## src/rtl/core/kdeb_pkg.sv

```systemverilog
package kdeb_pkg;

    // request codes
    typedef enum logic [2:0] {
        REQ_KEY    = 3'd0,
        REQ_POP    = 3'd1,
        REQ_NUMBER = 3'd2,
        REQ_FLAG   = 3'd3,
        REQ_CLEAR  = 3'd4
    } t_req;

    localparam int           NUM_FLAGS     = 6;
    localparam int           FLAG_ENTER    = 0;
    localparam int           CODE_W        = 8;
    localparam int           VALUE_W       = 30;
    localparam int           CNT_W         = 4;
    localparam int           SEL_W         = 3;
    localparam int           ADDR_W        = 5;
    localparam int           DATA_W        = 32;
    localparam logic [3:0]   MAX_DIGITS    = 4'd9;
    localparam logic [7:0]   CODE_RST_BASE = 8'd10;

    // control from the sequencer to the decimal accumulator
    typedef struct packed {
        logic clr;
        logic step;
    } t_acc_ctrl;

endpackage

```

## src/rtl/core/kdeb_req_if.sv

```systemverilog
interface kdeb_req_if;
    logic                          valid;
    logic                          ready;
    logic [2:0]                    req_type;
    logic [kdeb_pkg::CODE_W-1:0]   key_code;
    logic [kdeb_pkg::CNT_W-1:0]    digit_count;
    logic [kdeb_pkg::SEL_W-1:0]    flag_select;

    modport source (output valid, req_type, key_code, digit_count, flag_select,
                    input ready);
    modport sink   (input valid, req_type, key_code, digit_count, flag_select,
                    output ready);
endinterface

```

## src/rtl/core/kdeb_rsp_if.sv

```systemverilog
interface kdeb_rsp_if;
    logic                          valid;
    logic                          ready;
    logic                          success;
    logic [kdeb_pkg::VALUE_W-1:0]  value;

    modport source (output valid, success, value, input ready);
    modport sink   (input valid, success, value, output ready);
endinterface

```

## src/rtl/core/kdeb_accum.sv

```systemverilog
// Decimal accumulator: acc = acc * 10 + digit, kept modulo 2^VALUE_W
module kdeb_accum (
    input  logic                          i_clk,
    input  kdeb_pkg::t_acc_ctrl           i_ctrl,
    input  logic [kdeb_pkg::CODE_W-1:0]   i_digit,
    output logic [kdeb_pkg::VALUE_W-1:0]  o_acc
);

    logic [kdeb_pkg::VALUE_W-1:0] r_acc;
    logic [kdeb_pkg::VALUE_W-1:0] n_acc;

    // times ten as two shifts and an add; upper bits fall off
    always_comb begin
        n_acc = r_acc;
        if (i_ctrl.clr) begin
            n_acc = '0;
        end else if (i_ctrl.step) begin
            n_acc = (r_acc << 3) + (r_acc << 1)
                  + kdeb_pkg::VALUE_W'(i_digit);
        end
    end

    always_ff @(posedge i_clk) begin
        r_acc <= n_acc;
    end

    assign o_acc = r_acc;

endmodule

```

## src/rtl/core/keypad_digit_entry_buffer.sv

```systemverilog
// Channel   Dir  Handshake            Word
// i_req     in   valid/ready          req_type, key_code, digit_count, flag_select
// o_rsp     out  valid/ready          success, value
// apb       in   psel/penable/pwrite  six 8-bit key code registers, byte addr 4*i
//
// One request at a time: key event, flag, clear, empty pop, failed take number and take
// number of 0 digits go straight to S_EMIT; pop passes S_POP for the digit memory read;
// take number of N, 1 to 9, does one memory read per digit into the accumulator (S_ASM).
// A new request is taken while a word still waits in the output register; the
// sequencer then holds in its emit cycle until that word leaves.
// Synchronous active-low reset clears pointers, count and flags, reloads key codes.
module keypad_digit_entry_buffer #(
    parameter int BUFFER_DEPTH = 16
) (
    input  logic                           i_clk,
    input  logic                           i_rst_n,
    kdeb_req_if.sink                       i_req,
    kdeb_rsp_if.source                     o_rsp,
    input  logic                           psel,
    input  logic                           penable,
    input  logic                           pwrite,
    input  logic [kdeb_pkg::ADDR_W-1:0]    paddr,
    input  logic [kdeb_pkg::DATA_W-1:0]    pwdata,
    output logic [kdeb_pkg::DATA_W-1:0]    prdata,
    output logic                           pready
);

    localparam int PW = $clog2(BUFFER_DEPTH);
    localparam int NW = (PW > kdeb_pkg::CNT_W) ? PW : kdeb_pkg::CNT_W;

    typedef enum logic [5:0] {
        S_IDLE = 6'b000001,
        S_POP  = 6'b000010,
        S_ASM  = 6'b000100,
        S_FIN  = 6'b001000,
        S_EMIT = 6'b010000,
        S_SPARE = 6'b100000
    } t_state;

    function automatic logic [PW-1:0] f_next(input logic [PW-1:0] p);
        return (p == PW'(BUFFER_DEPTH - 1)) ? '0 : p + 1'b1;
    endfunction

    // configuration registers
    logic [kdeb_pkg::CODE_W-1:0] r_codes [kdeb_pkg::NUM_FLAGS];
    logic                        cfg_wr;
    logic [2:0]                  cfg_idx;

    assign pready  = 1'b1;
    assign cfg_wr  = psel && penable && pwrite;
    assign cfg_idx = paddr[4:2];

    always_ff @(posedge i_clk) begin
        if (!i_rst_n) begin
            for (int i = 0; i < kdeb_pkg::NUM_FLAGS; i++) begin
                r_codes[i] <= kdeb_pkg::CODE_RST_BASE + 8'(i);
            end
        end else if (cfg_wr) begin
            for (int i = 0; i < kdeb_pkg::NUM_FLAGS; i++) begin
                if (cfg_idx == 3'(i)) begin
                    r_codes[i] <= pwdata[kdeb_pkg::CODE_W-1:0];
                end
            end
        end
    end

    always_comb begin
        prdata = '0;
        for (int i = 0; i < kdeb_pkg::NUM_FLAGS; i++) begin
            if (cfg_idx == 3'(i)) begin
                prdata = kdeb_pkg::DATA_W'(r_codes[i]);
            end
        end
    end

    // sequencer state
    t_state                         r_state, n_state;
    logic [PW-1:0]                  r_wr_pos, n_wr_pos;
    logic [PW-1:0]                  r_rd_pos, n_rd_pos;
    logic [PW-1:0]                  r_held, n_held;
    logic [kdeb_pkg::NUM_FLAGS-1:0] r_flags, n_flags;
    logic [PW-1:0]                  r_addr, n_addr;
    logic [3:0]                     r_left, n_left;
    logic                           r_pend_ok, n_pend_ok;
    logic [kdeb_pkg::VALUE_W-1:0]   r_pend_val, n_pend_val;
    logic                           r_out_valid;
    logic                           r_out_ok;
    logic [kdeb_pkg::VALUE_W-1:0]   r_out_val;
    logic [kdeb_pkg::CODE_W-1:0]    r_rdata;

    // digit memory, registered read
    logic [kdeb_pkg::CODE_W-1:0]    mem [BUFFER_DEPTH];
    logic                           mem_we;
    logic                           rd_en;
    logic [PW-1:0]                  rd_addr;

    logic                           req_fire;
    logic                           out_free;
    logic                           out_load;
    kdeb_pkg::t_acc_ctrl            acc_ctrl;
    logic [kdeb_pkg::VALUE_W-1:0]   acc;

    // key match, first register in list order wins
    logic                           key_hit;
    logic [kdeb_pkg::NUM_FLAGS-1:0] hit_mask;
    // take-number helpers
    logic [3:0]                     n_sat;
    logic                           too_few;
    logic [NW-1:0]                  skip_w;
    logic [PW:0]                    start_sum;
    logic [PW-1:0]                  start_pos;
    logic [7:0]                     flags_ext;

    assign i_req.ready = (r_state == S_IDLE);
    assign req_fire    = i_req.valid && i_req.ready;
    assign out_free    = !r_out_valid || o_rsp.ready;

    always_comb begin
        key_hit  = 1'b0;
        hit_mask = '0;
        for (int i = kdeb_pkg::NUM_FLAGS - 1; i >= 0; i--) begin
            if (r_codes[i] == i_req.key_code) begin
                key_hit  = 1'b1;
                hit_mask = kdeb_pkg::NUM_FLAGS'(1) << i;
            end
        end
    end

    assign n_sat     = (i_req.digit_count > kdeb_pkg::MAX_DIGITS) ?
                       kdeb_pkg::MAX_DIGITS : i_req.digit_count;
    assign too_few   = NW'(r_held) < NW'(n_sat);
    assign skip_w    = NW'(r_held) - NW'(n_sat);
    assign start_sum = {1'b0, r_rd_pos} + {1'b0, skip_w[PW-1:0]};
    assign start_pos = (start_sum >= (PW + 1)'(BUFFER_DEPTH)) ?
                       PW'(start_sum - (PW + 1)'(BUFFER_DEPTH)) : start_sum[PW-1:0];
    assign flags_ext = 8'(r_flags);

    // next-state logic
    always_comb begin
        n_state    = r_state;
        n_wr_pos   = r_wr_pos;
        n_rd_pos   = r_rd_pos;
        n_held     = r_held;
        n_flags    = r_flags;
        n_addr     = r_addr;
        n_left     = r_left;
        n_pend_ok  = r_pend_ok;
        n_pend_val = r_pend_val;
        mem_we     = 1'b0;
        rd_en      = 1'b0;
        rd_addr    = r_rd_pos;
        acc_ctrl   = '0;
        out_load   = 1'b0;
        case (r_state)
            S_IDLE: begin
                if (req_fire) begin
                    n_pend_ok  = 1'b0;
                    n_pend_val = '0;
                    n_state    = S_EMIT;
                    case (i_req.req_type)
                        kdeb_pkg::REQ_KEY: begin
                            if (key_hit) begin
                                n_flags = r_flags | hit_mask;
                            end else if (r_held < PW'(BUFFER_DEPTH - 1)) begin
                                mem_we   = 1'b1;
                                n_wr_pos = f_next(r_wr_pos);
                                n_held   = r_held + 1'b1;
                            end
                        end
                        kdeb_pkg::REQ_POP: begin
                            if (r_held != '0) begin
                                rd_en    = 1'b1;
                                n_rd_pos = f_next(r_rd_pos);
                                n_held   = r_held - 1'b1;
                                n_state  = S_POP;
                            end
                        end
                        kdeb_pkg::REQ_NUMBER: begin
                            if (r_flags[kdeb_pkg::FLAG_ENTER]) begin
                                n_flags  = '0;
                                n_wr_pos = '0;
                                n_rd_pos = '0;
                                n_held   = '0;
                                if (!too_few) begin
                                    n_pend_ok    = 1'b1;
                                    acc_ctrl.clr = 1'b1;
                                    if (n_sat != '0) begin
                                        rd_en   = 1'b1;
                                        rd_addr = start_pos;
                                        n_addr  = f_next(start_pos);
                                        n_left  = n_sat;
                                        n_state = S_ASM;
                                    end
                                end
                            end
                        end
                        kdeb_pkg::REQ_FLAG: begin
                            if (i_req.flag_select < kdeb_pkg::SEL_W'(kdeb_pkg::NUM_FLAGS)
                                && flags_ext[i_req.flag_select]) begin
                                n_flags   = r_flags & ~(kdeb_pkg::NUM_FLAGS'(1)
                                                        << i_req.flag_select);
                                n_pend_ok = 1'b1;
                            end
                        end
                        kdeb_pkg::REQ_CLEAR: begin
                            n_flags  = '0;
                            n_wr_pos = '0;
                            n_rd_pos = '0;
                            n_held   = '0;
                        end
                        default: begin
                        end
                    endcase
                end
            end
            S_POP: begin
                n_pend_ok  = 1'b1;
                n_pend_val = kdeb_pkg::VALUE_W'(r_rdata);
                n_state    = S_EMIT;
            end
            S_ASM: begin
                // fold in the digit read last cycle, fetch the next one while digits remain
                acc_ctrl.step = 1'b1;
                n_left        = r_left - 1'b1;
                if (r_left == 4'd1) begin
                    n_state = S_FIN;
                end else begin
                    rd_en   = 1'b1;
                    rd_addr = r_addr;
                    n_addr  = f_next(r_addr);
                end
            end
            S_FIN: begin
                n_pend_val = acc;
                n_state    = S_EMIT;
            end
            S_EMIT: begin
                if (out_free) begin
                    out_load = 1'b1;
                    n_state  = S_IDLE;
                end
            end
            default: begin
                n_state = S_IDLE;
            end
        endcase
    end

    // control registers
    always_ff @(posedge i_clk) begin
        if (!i_rst_n) begin
            r_state     <= S_IDLE;
            r_wr_pos    <= '0;
            r_rd_pos    <= '0;
            r_held      <= '0;
            r_flags     <= '0;
            r_left      <= '0;
            r_out_valid <= 1'b0;
        end else begin
            r_state  <= n_state;
            r_wr_pos <= n_wr_pos;
            r_rd_pos <= n_rd_pos;
            r_held   <= n_held;
            r_flags  <= n_flags;
            r_left   <= n_left;
            if (out_load) begin
                r_out_valid <= 1'b1;
            end else if (o_rsp.ready) begin
                r_out_valid <= 1'b0;
            end
        end
    end

    // payload registers
    always_ff @(posedge i_clk) begin
        r_addr     <= n_addr;
        r_pend_ok  <= n_pend_ok;
        r_pend_val <= n_pend_val;
        if (out_load) begin
            r_out_ok  <= r_pend_ok;
            r_out_val <= r_pend_val;
        end
    end

    // digit memory
    always_ff @(posedge i_clk) begin
        if (mem_we) begin
            mem[r_wr_pos] <= i_req.key_code;
        end
        if (rd_en) begin
            r_rdata <= mem[rd_addr];
        end
    end

    kdeb_accum u_accum (
        .i_clk   (i_clk),
        .i_ctrl  (acc_ctrl),
        .i_digit (r_rdata),
        .o_acc   (acc)
    );

    assign o_rsp.valid   = r_out_valid;
    assign o_rsp.success = r_out_ok;
    assign o_rsp.value   = r_out_val;

    // checks
    a_busy_after_accept: assert property (@(posedge i_clk) disable iff (!i_rst_n)
        req_fire |=> (r_state != S_IDLE))
        else $error("sequencer idle right after a request was taken");

    a_held_bound: assert property (@(posedge i_clk) disable iff (!i_rst_n)
        r_held <= PW'(BUFFER_DEPTH - 1))
        else $error("held count above buffer capacity");

    a_asm_left: assert property (@(posedge i_clk) disable iff (!i_rst_n)
        (r_state == S_ASM) |-> (r_left != '0) && (r_left <= kdeb_pkg::MAX_DIGITS))
        else $error("digit counter out of range while assembling");

    a_clear_all: assert property (@(posedge i_clk) disable iff (!i_rst_n)
        (req_fire && i_req.req_type == kdeb_pkg::REQ_CLEAR)
        |=> (r_held == '0) && (r_flags == '0) && (r_rd_pos == '0))
        else $error("clear request left state behind");

endmodule
```

## src/flat_wrapper.sv

```systemverilog
// flat-port wrapper written by rule: the top's interface ports become plain ports
module keypad_digit_entry_buffer_flat 
#(
    parameter int BUFFER_DEPTH = 16
)
  (i_clk, i_rst_n, psel, penable, pwrite, paddr, pwdata, prdata, pready, i_req_valid, i_req_req_type, i_req_key_code, i_req_digit_count, i_req_flag_select, i_req_ready, o_rsp_valid, o_rsp_success, o_rsp_value, o_rsp_ready);
  kdeb_req_if i_req_i ();
  kdeb_rsp_if o_rsp_i ();
  input  logic i_clk;
  input  logic i_rst_n;
  input  logic psel;
  input  logic penable;
  input  logic pwrite;
  input  logic [kdeb_pkg::ADDR_W-1:0] paddr;
  input  logic [kdeb_pkg::DATA_W-1:0] pwdata;
  output logic [kdeb_pkg::DATA_W-1:0] prdata;
  output logic pready;
  input wire logic [$bits(i_req_i.valid)-1:0] i_req_valid;
  input wire logic [$bits(i_req_i.req_type)-1:0] i_req_req_type;
  input wire logic [$bits(i_req_i.key_code)-1:0] i_req_key_code;
  input wire logic [$bits(i_req_i.digit_count)-1:0] i_req_digit_count;
  input wire logic [$bits(i_req_i.flag_select)-1:0] i_req_flag_select;
  output wire logic [$bits(i_req_i.ready)-1:0] i_req_ready;
  output wire logic [$bits(o_rsp_i.valid)-1:0] o_rsp_valid;
  output wire logic [$bits(o_rsp_i.success)-1:0] o_rsp_success;
  output wire logic [$bits(o_rsp_i.value)-1:0] o_rsp_value;
  input wire logic [$bits(o_rsp_i.ready)-1:0] o_rsp_ready;
  assign i_req_i.valid = i_req_valid;
  assign i_req_i.req_type = i_req_req_type;
  assign i_req_i.key_code = i_req_key_code;
  assign i_req_i.digit_count = i_req_digit_count;
  assign i_req_i.flag_select = i_req_flag_select;
  assign i_req_ready = i_req_i.ready;
  assign o_rsp_valid = o_rsp_i.valid;
  assign o_rsp_success = o_rsp_i.success;
  assign o_rsp_value = o_rsp_i.value;
  assign o_rsp_i.ready = o_rsp_ready;
  keypad_digit_entry_buffer #(.BUFFER_DEPTH(BUFFER_DEPTH)) u_core (.i_clk(i_clk), .i_rst_n(i_rst_n), .i_req(i_req_i), .o_rsp(o_rsp_i), .psel(psel), .penable(penable), .pwrite(pwrite), .paddr(paddr), .pwdata(pwdata), .prdata(prdata), .pready(pready));
endmodule
```

## config.mk

```make
export PLATFORM = sky130hd
export DESIGN_NAME = keypad_digit_entry_buffer_flat
export DESIGN_NICKNAME = d
export VERILOG_FILES = /design/src/rtl/core/kdeb_pkg.sv /design/src/rtl/core/kdeb_req_if.sv /design/src/rtl/core/kdeb_rsp_if.sv /design/src/rtl/core/kdeb_accum.sv /design/src/rtl/core/keypad_digit_entry_buffer.sv /design/src/flat_wrapper.sv
export SDC_FILE = /design/constraint.sdc
export NUM_CORES = 1
export LEC_CHECK = 0
export BUFFER_PORTS_ARGS = -buffer_cell sky130_fd_sc_hd__buf_2
export CAP_MARGIN = 40
export CORE_ASPECT_RATIO = 0.7
export CORE_MARGIN = 2
export CORE_UTILIZATION = 60
export CTS_BUF_LIST = sky130_fd_sc_hd__clkbuf_8
export CTS_CLUSTER_DIAMETER = 120
export CTS_CLUSTER_SIZE = 25
export DETAILED_ROUTE_END_ITERATION = 8
export GPL_TIMING_DRIVEN = 0
export MAX_ROUTING_LAYER = met4
export PLACE_DENSITY = 0.82
export SYNTH_ARGS = -nofsm -noshare
export SYNTH_HDL_FRONTEND = slang
export SYNTH_SLANG_ARGS = --single-unit
```

## constraint.sdc

```tcl
create_clock -name i_clk -period 4.4 [get_ports i_clk]
set_clock_uncertainty 0.05 [all_clocks]
set_input_delay 0.66 -clock i_clk [delete_from_list [all_inputs] [get_ports i_clk]]
set_output_delay 0.66 -clock i_clk [all_outputs]
set_load 0.01 [all_outputs]
```

==> out/qor.tcl, run 1 <==
set qor(gpl.final_weighted_congestion) 0.908
set qor(path_max_fanout) 10
set qor(cells_traversed_along_the_worst_timing_path) {inv_1 > ha_1 > inv_1 > fa_1 > inv_1 > fa_1 > xnor2_1 > a221oi_1 > buf_4 > nor2_1 > a32oi_1 > o211ai_1 > mux2i_1}
set qor(die-area_mm2) 0.0275
set qor(layout_cells_sized_above_1) 0.115
set qor(route.final.wire_length_um) 33500
set qor(number_of_global_route_vias_before_repair) 10400
set qor(static-leakage-power_nw) 6.61
set qor(io_buf_count) 70
set qor(yosys.cell_count.top_type) {sky130_fd_sc_hd__edfxtp_1}
set qor(fp.coreArea_mm2) 0.0257
set qor(clock_tree.root_cell) {sky130_fd_sc_hd__clkbuf_8}
set qor(post-route-min-period_ns) 3.79
set qor(hold_start) {pwdata[7]}
set qor(pre_cts_slack_ns) 0.139
set qor(worst_setup_path_start_kind) {flop}
set qor(synth.largest_area_cell) {sky130_fd_sc_hd__edfxtp_1}
set qor(postLayoutSetupSlackWorst_ns) 0.612
set qor(grt_overall_usage) 0.254
set qor(detail-route-antenna-nets) 0
set qor(dr.first_iter.drc_count) 884
set qor(synthesis.area_mm2) 0.0157
set qor(timing.hold.worst_endpoint) {u_core.r_codes[0][15]}
set qor(holdBufCountCts) 0
set qor(setup_violations) 0
set qor(synth_largest_type_area_fraction) 0.479
set qor(internal-power_mw) 3.78
set qor(grt_max_degree) 32
set qor(p_sw_frac) 0.239
set qor(synthesis.area_per_instance_um2) 11.8
set qor(sequential_cell_area_fraction_in_the_yosys_report) 0.553
set qor(start_util) 0.610
set qor(maxCapViolations) 0
set qor(power_frac_comb) 0.091
set qor(number_of_flops_mapped_to_enable_cells_by_yosys) 250
set qor(yosys-top-cells-area) {sky130_fd_sc_hd__edfxtp_1 (48%), sky130_fd_sc_hd__dfxtp_1 (7.4%), sky130_fd_sc_hd__mux2i_1 (6.5%), sky130_fd_sc_hd__ha_1 (5.4%), sky130_fd_sc_hd__xnor2_1 (3.4%)}
set qor(power_per_cell_area_mw_per_mm2) 294
set qor(route.detailed.vias_per_inst) 5.99
set qor(transition_time_at_the_pin_with_the_least_slew_margin_ns) 0.902
set qor(htreeDepth) 1
set qor(route.detailed.drc) 0
set qor(timing.hold.ws_ns) 0.373
set qor(synthToLayoutAreaGrowth_pct) 8.02
set qor(grt_setup_unrepaired) {false}
set qor(timing.final.max_slew_violations) 0
set qor(design.final.nets) 1589
set qor(timing_worst_setup_path_type) {reg2reg}
set qor(worst-endpoint-required_ns) 4.66
set qor(timing.critical_path.max_delay_family) {adder cells}
set qor(reg2reg_slack_ns) 0.61
set qor(post-place-cells) 1763
set qor(grt_pass1_wl_um) 53800
set qor(timing.critical_path.mode_cell) {sky130_fd_sc_hd__inv_1}
set qor(layout_worst_path_cycle_share) 0.861
set qor(cts_buffer_depth) 3
set qor(postSynthRegisterBits) 308
set qor(fmax_mhz) 264
set qor(run_status) {complete, no violations}
set qor(globalRouteOverflowTotal) 0
set qor(die_h_um) 139
set qor(pin_count) 128
set qor(max_stage_delay_ns) 0.53
set qor(clk-insertion-delay-late_ns) 0.57
set qor(synth_warnings) 0
set qor(hold_viol) 0
set qor(number_of_antenna_violations_at_the_first_check_in_global_routing) 0
set qor(gate_count_after_technology_mapping) 1324
set qor(asyncSetResetFlopFracSynth) 0
set qor(worst_setup_path_end_kind) {flop}
set qor(post_cts_buffers) 0
set qor(worst_hold_path.num_cells) 2
set qor(synth_flop_cell) {sky130_fd_sc_hd__edfxtp_1}
set qor(tritoncts_sinks) 308
set qor(worstPathBufferInverterCount) 4
set qor(class_of_the_tightest_hold_or_removal_check) {in2reg}
set qor(synth_cell_types) 76
set qor(synth_common_cells) {sky130_fd_sc_hd__edfxtp_1 (250), sky130_fd_sc_hd__nand2_1 (105), sky130_fd_sc_hd__mux2i_1 (102), sky130_fd_sc_hd__nor2_1 (96), sky130_fd_sc_hd__a21oi_1 (75)}
set qor(hpwl_um) 24700
set qor(critical_path_arrival_ns) 4.04
set qor(p_clk_frac) 0.252
set qor(maxSlewHeadroom) 0.394
set qor(ff2ff_path_depth) 13
set qor(cts_tree) {built}
set qor(tritoncts.num_buffers) 16
set qor(core.rowCount) 49
set qor(ir_worst_vdd_mv) 0.294
set qor(antenna-diode-count) 0
set qor(cts_resized) 0
set qor(worstReg2RegStart) {u_core.r_held[0]}
set qor(p_seq_frac) 0.657
set qor(fp.dieW_um) 197
set qor(first_pass_iters) 5
set qor(avgRoutedWirePerCell_um) 18.7
set qor(slowest_cell_on_the_critical_path) {sky130_fd_sc_hd__fa_1}
set qor(cts.clk_slew.worst_paths_ns) 0.16
set qor(setup-tns-final_ns) 0
set qor(fin_cells) 1791
set qor(r2r-end) {u_core.r_rdata[5]}
set qor(p_switching_mw) 1.19
set qor(vias) 10700
==> worst max path at each step <==
stage | slack, ns | cells after the start | to | from
global route | 0.32 | 13 | u_core.r_rdata[0] | u_core.r_held[0]
finish | 0.61 | 13 | u_core.r_rdata[5] | u_core.r_held[0]
detailed placement | 0.14 | 15 | u_core.r_rdata[5] | i_req_digit_count[3]
CTS | 0.66 | 13 | u_core.r_rdata[5] | u_core.r_held[0]
floorplan | 0.87 | 14 | u_core.r_rdata[0] | i_req_digit_count[2]
global placement | 0.12 | 13 | u_core.r_rdata[6] | i_req_digit_count[2]
==> per-layer routing <==
| metal | wire (um) | up-vias | global-route usage |
|---|---|---|---|
| li1 | - | 5078 | - |
| met1 | 15100 | 5164 | 0.356 |
| met5 | 0 | - | - |
| met4 | 492 | 0 | 0.0526 |
| met2 | 15500 | 449 | 0.401 |
| met3 | 2380 | 43 | 0.0347 |
==> metrics by stage <==
step                       util  total power, mW  area, um^2
final                     0.659             4.97       16900
after floorplan               -             3.62       15800
after CTS                 0.659             4.98       16900
after detailed placement  0.648             3.78       16600
after global routing      0.659             5.13       16900
after global placement    0.643             3.75       16500
==> power groups by stage <==
stage               logic, mW  clock network (mW)  registers, mW
CTS                     0.447                1.27           3.27
global placement        0.421                   0           3.33
global route            0.496                1.36           3.27
floorplan               0.292                   0           3.33
finish                  0.451                1.25           3.27
detailed placement      0.445                   0           3.33
==> worst register-to-register path: stages (launching register included) <==
cell                       delay [ns]
sky130_fd_sc_hd__dfxtp_1         0.39
sky130_fd_sc_hd__inv_1           0.13
sky130_fd_sc_hd__ha_1            0.16
sky130_fd_sc_hd__inv_1           0.06
sky130_fd_sc_hd__fa_1            0.53
sky130_fd_sc_hd__inv_1           0.06
sky130_fd_sc_hd__fa_1            0.40
sky130_fd_sc_hd__xnor2_1         0.40
sky130_fd_sc_hd__a221oi_1        0.15
sky130_fd_sc_hd__buf_4           0.23
sky130_fd_sc_hd__nor2_1          0.47
sky130_fd_sc_hd__a32oi_1         0.21
sky130_fd_sc_hd__o211ai_1        0.14
sky130_fd_sc_hd__mux2i_1         0.15
==> final cells by class <==
type | count | area [um^2]
fillers | 1906 | 8760
flip-flops and latches | 308 | 8670
well taps | 331 | 414
clock inverters | 11 | 57.6
repair buffers | 85 | 450
inverters | 26 | 97.6
plain buffers | 81 | 492
multi-input cells | 932 | 6520
clock buffers | 17 | 234
==> sequential cells by signal, summed over array words and instances, names as in the netlist <==
signal,count
u_core.r_state,5
u_core.o_rsp.success,1
u_core.u_accum.o_acc,30
u_core.r_held,4
u_core.o_rsp.value,30
u_core.r_rd_pos,4
u_core.r_addr,4
u_core.r_codes,48
u_core.r_pend_ok,1
u_core.r_pend_val,30
u_core.r_flags,6
u_core.r_wr_pos,4
u_core.o_rsp.valid,1
u_core.r_rdata,8
u_core.mem,128
u_core.r_left,4
==> logic make-up after synthesis <==
| group | share of synthesized area |
|---|---|
| simple gates | 0.132 |
| flops | 0.553 |
| compound gates | 0.103 |
| mux | 0.0666 |
| other cells | 0.000479 |
| fa+ha+maj | 0.0658 |
| xor+xnor | 0.0419 |
| buf+inv | 0.0376 |
==> cell usage in the layout (no fill, tap or decap), drive strengths merged, types with 45 or more instances in the layout <==
master	instances
nor2	96
edfxtp	250
clkbuf	45
nand2	106
and2	60
ha	68
buf	137
xnor2	60
dfxtp	58
a21oi	75
mux2i	102
Note: power is estimated with default switching activity, not from simulation.
==> run 2: changes to the inputs <==
PLACE_DENSITY = not set   (was 0.82)
PLACE_DENSITY_LB_ADDON = 0.2   (was not set)
==> run 2 against run 1 <==
Effect of this change: count of clock-buffer cells in the layout decreased by 1; combinational power about the same; sequential share of layout area about the same; first-iteration DRC count increased by 10%; clock power about the same; flip-flop and latch count unchanged; utilization decreased by 0.063 points; non-clock buffer count decreased by 1; via count decreased by 2.2%; critical endpoint is now u_core.r_rdata[4]; critical path depth unchanged; cell count about the same; critical path type unchanged; largest power group unchanged.
==> out/qor.tcl, run 2 (synthesis gave the netlist of run 1 again) <==
set qor(cts_buffer_depth) 3 ;# unchanged
set qor(post_cts_buffers) 0 ;# unchanged
set qor(clock_tree.root_cell) {sky130_fd_sc_hd__clkbuf_8} ;# unchanged
set qor(pin_count) 128 ;# unchanged
set qor(ir_worst_vdd_mv) 0.355 ;# was 0.294 mV
set qor(layout_cells_sized_above_1) 0.114 ;# was 0.115
set qor(grt_setup_unrepaired) {false} ;# unchanged
set qor(design.final.nets) 1588 ;# was 1589
set qor(fmax_mhz) 267 ;# was 264 MHz
set qor(start_util) 0.610 ;# unchanged
set qor(holdBufCountCts) 0 ;# unchanged
set qor(first_pass_iters) 5 ;# unchanged
set qor(die-area_mm2) 0.0275 ;# unchanged
set qor(final_util) 0.658 ;# was 0.659
set qor(route.detailed.vias_per_inst) 5.86 ;# was 5.99
set qor(grt_overall_usage) 0.253 ;# was 0.254
set qor(vias) 10500 ;# was 10700
set qor(layout_worst_path_cycle_share) 0.851 ;# was 0.861
set qor(hold_start) {pwdata[0]} ;# was pwdata[7]
set qor(worstReg2RegStart) {u_core.r_held[0]} ;# unchanged
set qor(timing.final.max_slew_violations) 0 ;# unchanged
set qor(fp.dieW_um) 197 ;# unchanged
set qor(critical_path_arrival_ns) 4.02 ;# was 4.04 ns
set qor(tritoncts.num_buffers) 16 ;# unchanged
set qor(path_max_fanout) 10 ;# unchanged
set qor(htreeDepth) 1 ;# unchanged
set qor(top_registers) {u_core.mem (128), u_core.r_codes (48)} ;# unchanged
set qor(transition_time_at_the_pin_with_the_least_slew_margin_ns) 0.957 ;# was 0.902 ns
set qor(route.detailed.drc) 0 ;# unchanged
set qor(detail-route-antenna-nets) 0 ;# unchanged
set qor(cts_tree) {built} ;# unchanged
set qor(worst_setup_path_startpoint) {u_core.r_held[0]} ;# unchanged
set qor(run_status) {complete, no violations} ;# unchanged
set qor(maxCapViolations) 0 ;# unchanged
set qor(cts.clk_slew.worst_paths_ns) 0.15 ;# was 0.16 ns
set qor(timing_worst_setup_path_type) {reg2reg} ;# unchanged
set qor(hpwl_um) 24700 ;# about the same
set qor(static-leakage-power_nw) 6.60 ;# was 6.61 nW
set qor(gpl.final_weighted_congestion) 0.898 ;# was 0.908
set qor(power_per_cell_area_mw_per_mm2) 293 ;# was 294 mW/mm^2
set qor(fp.coreArea_mm2) 0.0257 ;# unchanged
set qor(route.final.wire_length_um) 33400 ;# was 33500 um
set qor(number_of_global_route_vias_before_repair) 9996 ;# was 10400
set qor(dr.first_iter.drc_count) 975 ;# was 884
set qor(cts_resized) 0 ;# unchanged
set qor(tritoncts_sinks) 308 ;# unchanged
set qor(class_of_the_tightest_hold_or_removal_check) {in2reg} ;# unchanged
set qor(maxSlewHeadroom) 0.356 ;# was 0.394
set qor(worst_setup_path_end_kind) {flop} ;# unchanged
set qor(worst-endpoint-required_ns) 4.67 ;# was 4.66 ns
set qor(die_h_um) 139 ;# unchanged
set qor(max_flop_register) {u_core.mem} ;# unchanged
set qor(hold_viol) 0 ;# unchanged
set qor(post-route-min-period_ns) 3.75 ;# was 3.79 ns
set qor(antenna-diode-count) 0 ;# unchanged
set qor(worst_setup_path_start_kind) {flop} ;# unchanged
set qor(layout.cells.most_common_list) {sky130_fd_sc_hd__edfxtp_1 (250), sky130_fd_sc_hd__nand2_1 (105), sky130_fd_sc_hd__mux2i_1 (102)} ;# unchanged
set qor(grt_max_degree) 32 ;# unchanged
set qor(core.rowCount) 49 ;# unchanged
set qor(io_buf_count) 70 ;# unchanged
set qor(number_of_antenna_violations_at_the_first_check_in_global_routing) 0 ;# unchanged
set qor(setup_violations) 0 ;# unchanged
set qor(layout_commonest_cell) {sky130_fd_sc_hd__edfxtp_1} ;# unchanged
set qor(grt_pass1_wl_um) 53200 ;# was 53800 um
set qor(setup-tns-final_ns) 0 ;# unchanged
set qor(avgRoutedWirePerCell_um) 18.7 ;# about the same
set qor(largest_register_ff_count) 128 ;# unchanged
set qor(globalRouteOverflowTotal) 0 ;# unchanged
set qor(clk-insertion-delay-late_ns) 0.58 ;# was 0.57 ns
set qor(synthToLayoutAreaGrowth_pct) 7.92 ;# was 8.02%
-- run 2: where the power goes --
group | switching, mW | internal [mW] | leakage (nW)
Sequential | 0.0353 | 3.23 | 2.78
Clock | 0.876 | 0.364 | 0.183
Combinational | 0.278 | 0.170 | 3.64
Total | 1.19 | 3.77 | 6.60
-- run 2: cell type report --
class                      instances  area [um^2]
clock inverter                    12         66.3
timing repair buffer              84          439
inverter                          26         97.6
clock buffer                      16          220
tap                              331          414
multi-input combinational        932         6520
buffer                            81          492
sequential                       308         8670
fill                            1962         8770
-- run 2: per-layer routing --
layer,part of all wire,global-route usage
met1,0.47,0.367
met2,0.45,0.383
met3,0.059,0.0313
met4,0.022,0.0645
met5,0,-
-- run 2: per-stage QoR --
step / cells / instance area [um^2] / hold WS (ns) / setup slack, ns / power, mW
CTS: 1790 / 16900 / 0.335 / 0.706 / 4.97
global route: 1790 / 16900 / 0.364 / 0.356 / 5.12
global placement: 1748 / 16500 / 0.354 / 0.146 / 3.76
detailed placement: 1762 / 16600 / 0.355 / 0.134 / 3.78
floorplan: 1347 / 15800 / 0.350 / 0.867 / 3.62
finish: 1790 / 16900 / 0.366 / 0.654 / 4.95
-- run 2: worst max-delay path: stages, from the launching register on --
cell and delay [ns]:
sky130_fd_sc_hd__dfxtp_1 0.39, sky130_fd_sc_hd__inv_1 0.11, sky130_fd_sc_hd__ha_1 0.15, sky130_fd_sc_hd__inv_1 0.06, sky130_fd_sc_hd__fa_1 0.53, sky130_fd_sc_hd__inv_1 0.07
sky130_fd_sc_hd__fa_1 0.41, sky130_fd_sc_hd__xnor2_1 0.42, sky130_fd_sc_hd__a221oi_1 0.15, sky130_fd_sc_hd__buf_4 0.23, sky130_fd_sc_hd__nor2_1 0.42, sky130_fd_sc_hd__a32oi_1 0.23
sky130_fd_sc_hd__o211ai_1 0.16, sky130_fd_sc_hd__mux2i_1 0.13
-- run 2: path summary, 6_finish.rpt --
path                                              end  slack (ns)  cells after the start
worst max-delay path                u_core.r_rdata[4]        0.65                     13
worst min-delay path            u_core.r_codes[0][24]        0.37                      2
worst max register to register      u_core.r_rdata[4]        0.65                     13
worst min register to register  u_core.o_rsp.value[9]        0.38                      0
==> run 3: changes to the inputs <==
CELL_PAD_IN_SITES_DETAIL_PLACEMENT = 1   (was not set)
CELL_PAD_IN_SITES_GLOBAL_PLACEMENT = 2   (was not set)
CORE_UTILIZATION = 42   (was 60)
==> run 3 against run 2 <==
Effect of this change: worst hold slack worse by 0.039 ns; fmax is 4.8% lower; combinational power is 5.4% higher; routed wire length is 19% higher; largest power group unchanged; worst setup slack worse by 0.19 ns; register-to-register slack worse by 0.19 ns; count of clock-buffer cells in the layout stayed put; utilization is 19 points lower.
==> out/qor.tcl, run 3 (synthesis gave the netlist of run 1 again) <==
set qor(critical_path_arrival_ns) 4.22 ;# was 4.02 ns
set qor(route.final.wire_length_um) 39800 ;# was 33400 um
set qor(max_flop_register) {u_core.mem} ;# unchanged
set qor(ir_worst_vdd_mv) 0.262 ;# was 0.355 mV
set qor(top_registers) {u_core.mem (128), u_core.r_codes (48)} ;# unchanged
set qor(worst_setup_path_startpoint) {u_core.r_held[0]} ;# unchanged
set qor(io_buf_count) 70 ;# unchanged
set qor(start_util) 0.424 ;# was 0.610
set qor(die_h_um) 166 ;# was 139 um
set qor(globalRouteOverflowTotal) 0 ;# unchanged
set qor(worst_setup_path_start_kind) {flop} ;# unchanged
set qor(worst_setup_path_end_kind) {flop} ;# unchanged
set qor(post_cts_buffers) 0 ;# unchanged
set qor(maxCapViolations) 0 ;# unchanged
set qor(first_pass_iters) 5 ;# unchanged
set qor(pin_count) 128 ;# unchanged
set qor(holdBufCountCts) 0 ;# unchanged
set qor(cts_tree) {built} ;# unchanged
set qor(static-leakage-power_nw) 6.62 ;# was 6.60 nW
set qor(number_of_antenna_violations_at_the_first_check_in_global_routing) 0 ;# unchanged
set qor(hpwl_um) 30100 ;# was 24700 um
set qor(class_of_the_tightest_hold_or_removal_check) {in2reg} ;# unchanged
set qor(grt_pass1_wl_um) 62300 ;# was 53200 um
set qor(ff2ff_path_depth) 13 ;# unchanged
set qor(cells_traversed_along_the_worst_timing_path) {inv_1 > ha_1 > inv_1 > fa_1 > inv_1 > fa_1 > xnor2_1 > a221oi_1 > buf_4 > nor2_1 > a32oi_1 > o211ai_1 > mux2i_1} ;# unchanged
set qor(design.final.nets) 1590 ;# was 1588
set qor(number_of_global_route_vias_before_repair) 10700 ;# was 9996
set qor(r2r-end) {u_core.r_rdata[0]} ;# was u_core.r_rdata[4]
set qor(timing.critical_path.max_delay_family) {adder cells} ;# unchanged
set qor(clock_tree.root_cell) {sky130_fd_sc_hd__clkbuf_8} ;# unchanged
set qor(slowest_cell_on_the_critical_path) {sky130_fd_sc_hd__fa_1} ;# unchanged
set qor(max_stage_delay_ns) 0.53 ;# about the same
set qor(fp.dieW_um) 235 ;# was 197 um
set qor(worstPathBufferInverterCount) 4 ;# unchanged
set qor(timing_worst_setup_path_type) {reg2reg} ;# unchanged
set qor(grt_overall_usage) 0.209 ;# was 0.253
set qor(timing.critical_path.mode_cell) {sky130_fd_sc_hd__inv_1} ;# unchanged
set qor(fp.coreArea_mm2) 0.0370 ;# was 0.0257 mm^2
set qor(detail-route-antenna-nets) 0 ;# unchanged
set qor(path_max_fanout) 10 ;# unchanged
set qor(htreeDepth) 1 ;# unchanged
set qor(worstReg2RegStart) {u_core.r_held[0]} ;# unchanged
set qor(avgRoutedWirePerCell_um) 20.4 ;# was 18.7 um
set qor(post-route-min-period_ns) 3.94 ;# was 3.75 ns
set qor(route.detailed.drc) 0 ;# unchanged
set qor(tritoncts.num_buffers) 16 ;# unchanged
set qor(synthToLayoutAreaGrowth_pct) 9.45 ;# was 7.92%
set qor(place_area_mm2) 0.0169 ;# was 0.0166 mm^2
set qor(cts.clk_slew.worst_paths_ns) 0.17 ;# was 0.15 ns
set qor(hold_viol) 0 ;# unchanged
set qor(route.detailed.vias_per_inst) 5.43 ;# was 5.86
set qor(antenna-diode-count) 0 ;# unchanged
set qor(cts_resized) 0 ;# unchanged
set qor(core.rowCount) 59 ;# was 49
set qor(fillCellCount) 3988 ;# was 1962
set qor(worst-endpoint-required_ns) 4.68 ;# was 4.67 ns
set qor(maxSlewHeadroom) 0.378 ;# was 0.356
set qor(layout_cells_sized_above_1) 0.118 ;# was 0.114
set qor(hold_start) {pwdata[0]} ;# unchanged
set qor(grt_setup_unrepaired) {false} ;# unchanged
set qor(reg2reg_slack_ns) 0.46 ;# was 0.65 ns
set qor(cp.depth) 13 ;# unchanged
set qor(run_status) {complete, no violations} ;# unchanged
set qor(transition_time_at_the_pin_with_the_least_slew_margin_ns) 0.927 ;# was 0.957 ns
set qor(fin_cells) 1949 ;# was 1790
set qor(tritoncts_sinks) 308 ;# unchanged
set qor(layout.cells.most_common_list) {sky130_fd_sc_hd__edfxtp_1 (250), sky130_fd_sc_hd__nand2_1 (104), sky130_fd_sc_hd__mux2i_1 (102)} ;# was sky130_fd_sc_hd__edfxtp_1 (250), sky130_fd_sc_hd__nand2_1 (105), sky130_fd_sc_hd__mux2i_1 (102)
set qor(layout_worst_path_cycle_share) 0.894 ;# was 0.851
set qor(setup_violations) 0 ;# unchanged
set qor(clk-insertion-delay-late_ns) 0.61 ;# was 0.58 ns
set qor(die-area_mm2) 0.0389 ;# was 0.0275 mm^2
set qor(gpl.final_weighted_congestion) 0.850 ;# was 0.898
set qor(cts_buffer_depth) 3 ;# unchanged
set qor(vias) 10600 ;# was 10500
set qor(layout_commonest_cell) {sky130_fd_sc_hd__edfxtp_1} ;# unchanged
set qor(grt_max_degree) 31 ;# was 32
set qor(fmax_mhz) 254 ;# was 267 MHz
set qor(fin_area_mm2) 0.0172 ;# was 0.0169 mm^2
set qor(dr.first_iter.drc_count) 646 ;# was 975
set qor(power_per_cell_area_mw_per_mm2) 293 ;# about the same
set qor(post-place-cells) 1921 ;# was 1762
set qor(worstSetupEndpoint) {u_core.r_rdata[0]} ;# was u_core.r_rdata[4]
set qor(largest_register_ff_count) 128 ;# unchanged
set qor(timing.final.max_slew_violations) 0 ;# unchanged
## run 3: changes by cell type in the layout (fill, tap and decap cells not counted), sizes merged
| cell | previous run | this run |
|---|---|---|
| buf | 136 | 138 |
| clkdlybuf4s15 | 1 | 0 |
| clkdlybuf4s18 | 0 | 1 |
## run 3: worst min path at each step
stage | end | cells after the start | slack [ns]
2_1_floorplan | u_core.o_rsp.success | 0 | 0.35
3_3_place_gp | u_core.o_rsp.value[21] | 0 | 0.35
3_5_place_dp | u_core.o_rsp.value[24] | 0 | 0.36
4_1_cts | u_core.r_codes[0][24] | 2 | 0.29
5_1_grt | u_core.r_codes[0][18] | 2 | 0.32
6_report | u_core.r_codes[0][24] | 2 | 0.33
## run 3: final cells by class
cell class,count,area [um^2],area share
clock buffer,16,220,0.0128
clock inverter,12,66.3,0.00387
inverter,26,97.6,0.00569
multi-input combinational,932,6530,0.381
sequential,308,8670,0.505
timing repair buffer,86,470,0.0274
buffer,81,492,0.0287
tap,488,611,0.0356
## run 3: worst reg2reg max path, cell delays in order (launching register included)
cell                       delay (ns)
sky130_fd_sc_hd__dfxtp_1         0.40
sky130_fd_sc_hd__inv_1           0.13
sky130_fd_sc_hd__ha_1            0.15
sky130_fd_sc_hd__inv_1           0.07
sky130_fd_sc_hd__fa_1            0.53
sky130_fd_sc_hd__inv_1           0.06
sky130_fd_sc_hd__fa_1            0.40
sky130_fd_sc_hd__xnor2_1         0.48
sky130_fd_sc_hd__a221oi_1        0.16
sky130_fd_sc_hd__buf_4           0.25
sky130_fd_sc_hd__nor2_1          0.50
sky130_fd_sc_hd__a32oi_1         0.19
sky130_fd_sc_hd__o211ai_1        0.16
sky130_fd_sc_hd__mux2i_1         0.15
## run 3: metrics by stage
stage          utilization  power [mW]  worst slack (ns)  TNS [ns]  hold WS, ns
2_1_floorplan            -        3.62             0.867         0        0.350
3_3_place_gp         0.452        3.78            0.0331         0        0.351
3_5_place_dp         0.456        3.81           -0.0384   -0.0535        0.356
4_1_cts              0.464        5.08             0.502         0        0.289
5_1_grt              0.464        5.22             0.259         0        0.318
6_report             0.464        5.03             0.465         0        0.326
## run 3: report_power, final
group          total [mW]  internal, mW  switching (mW)
sequential           3.27          3.23          0.0358
clock                1.29         0.364           0.927
combinational       0.472         0.171           0.301
total                5.03          3.77            1.26
## run 3: layer usage
layer	part of all wire	track usage	wire length [um]
met1	0.52	0.315	20800
met2	0.43	0.309	17300
met3	0.030	0.0240	1200
met4	0.013	0.0319	524
met5	0	-	0
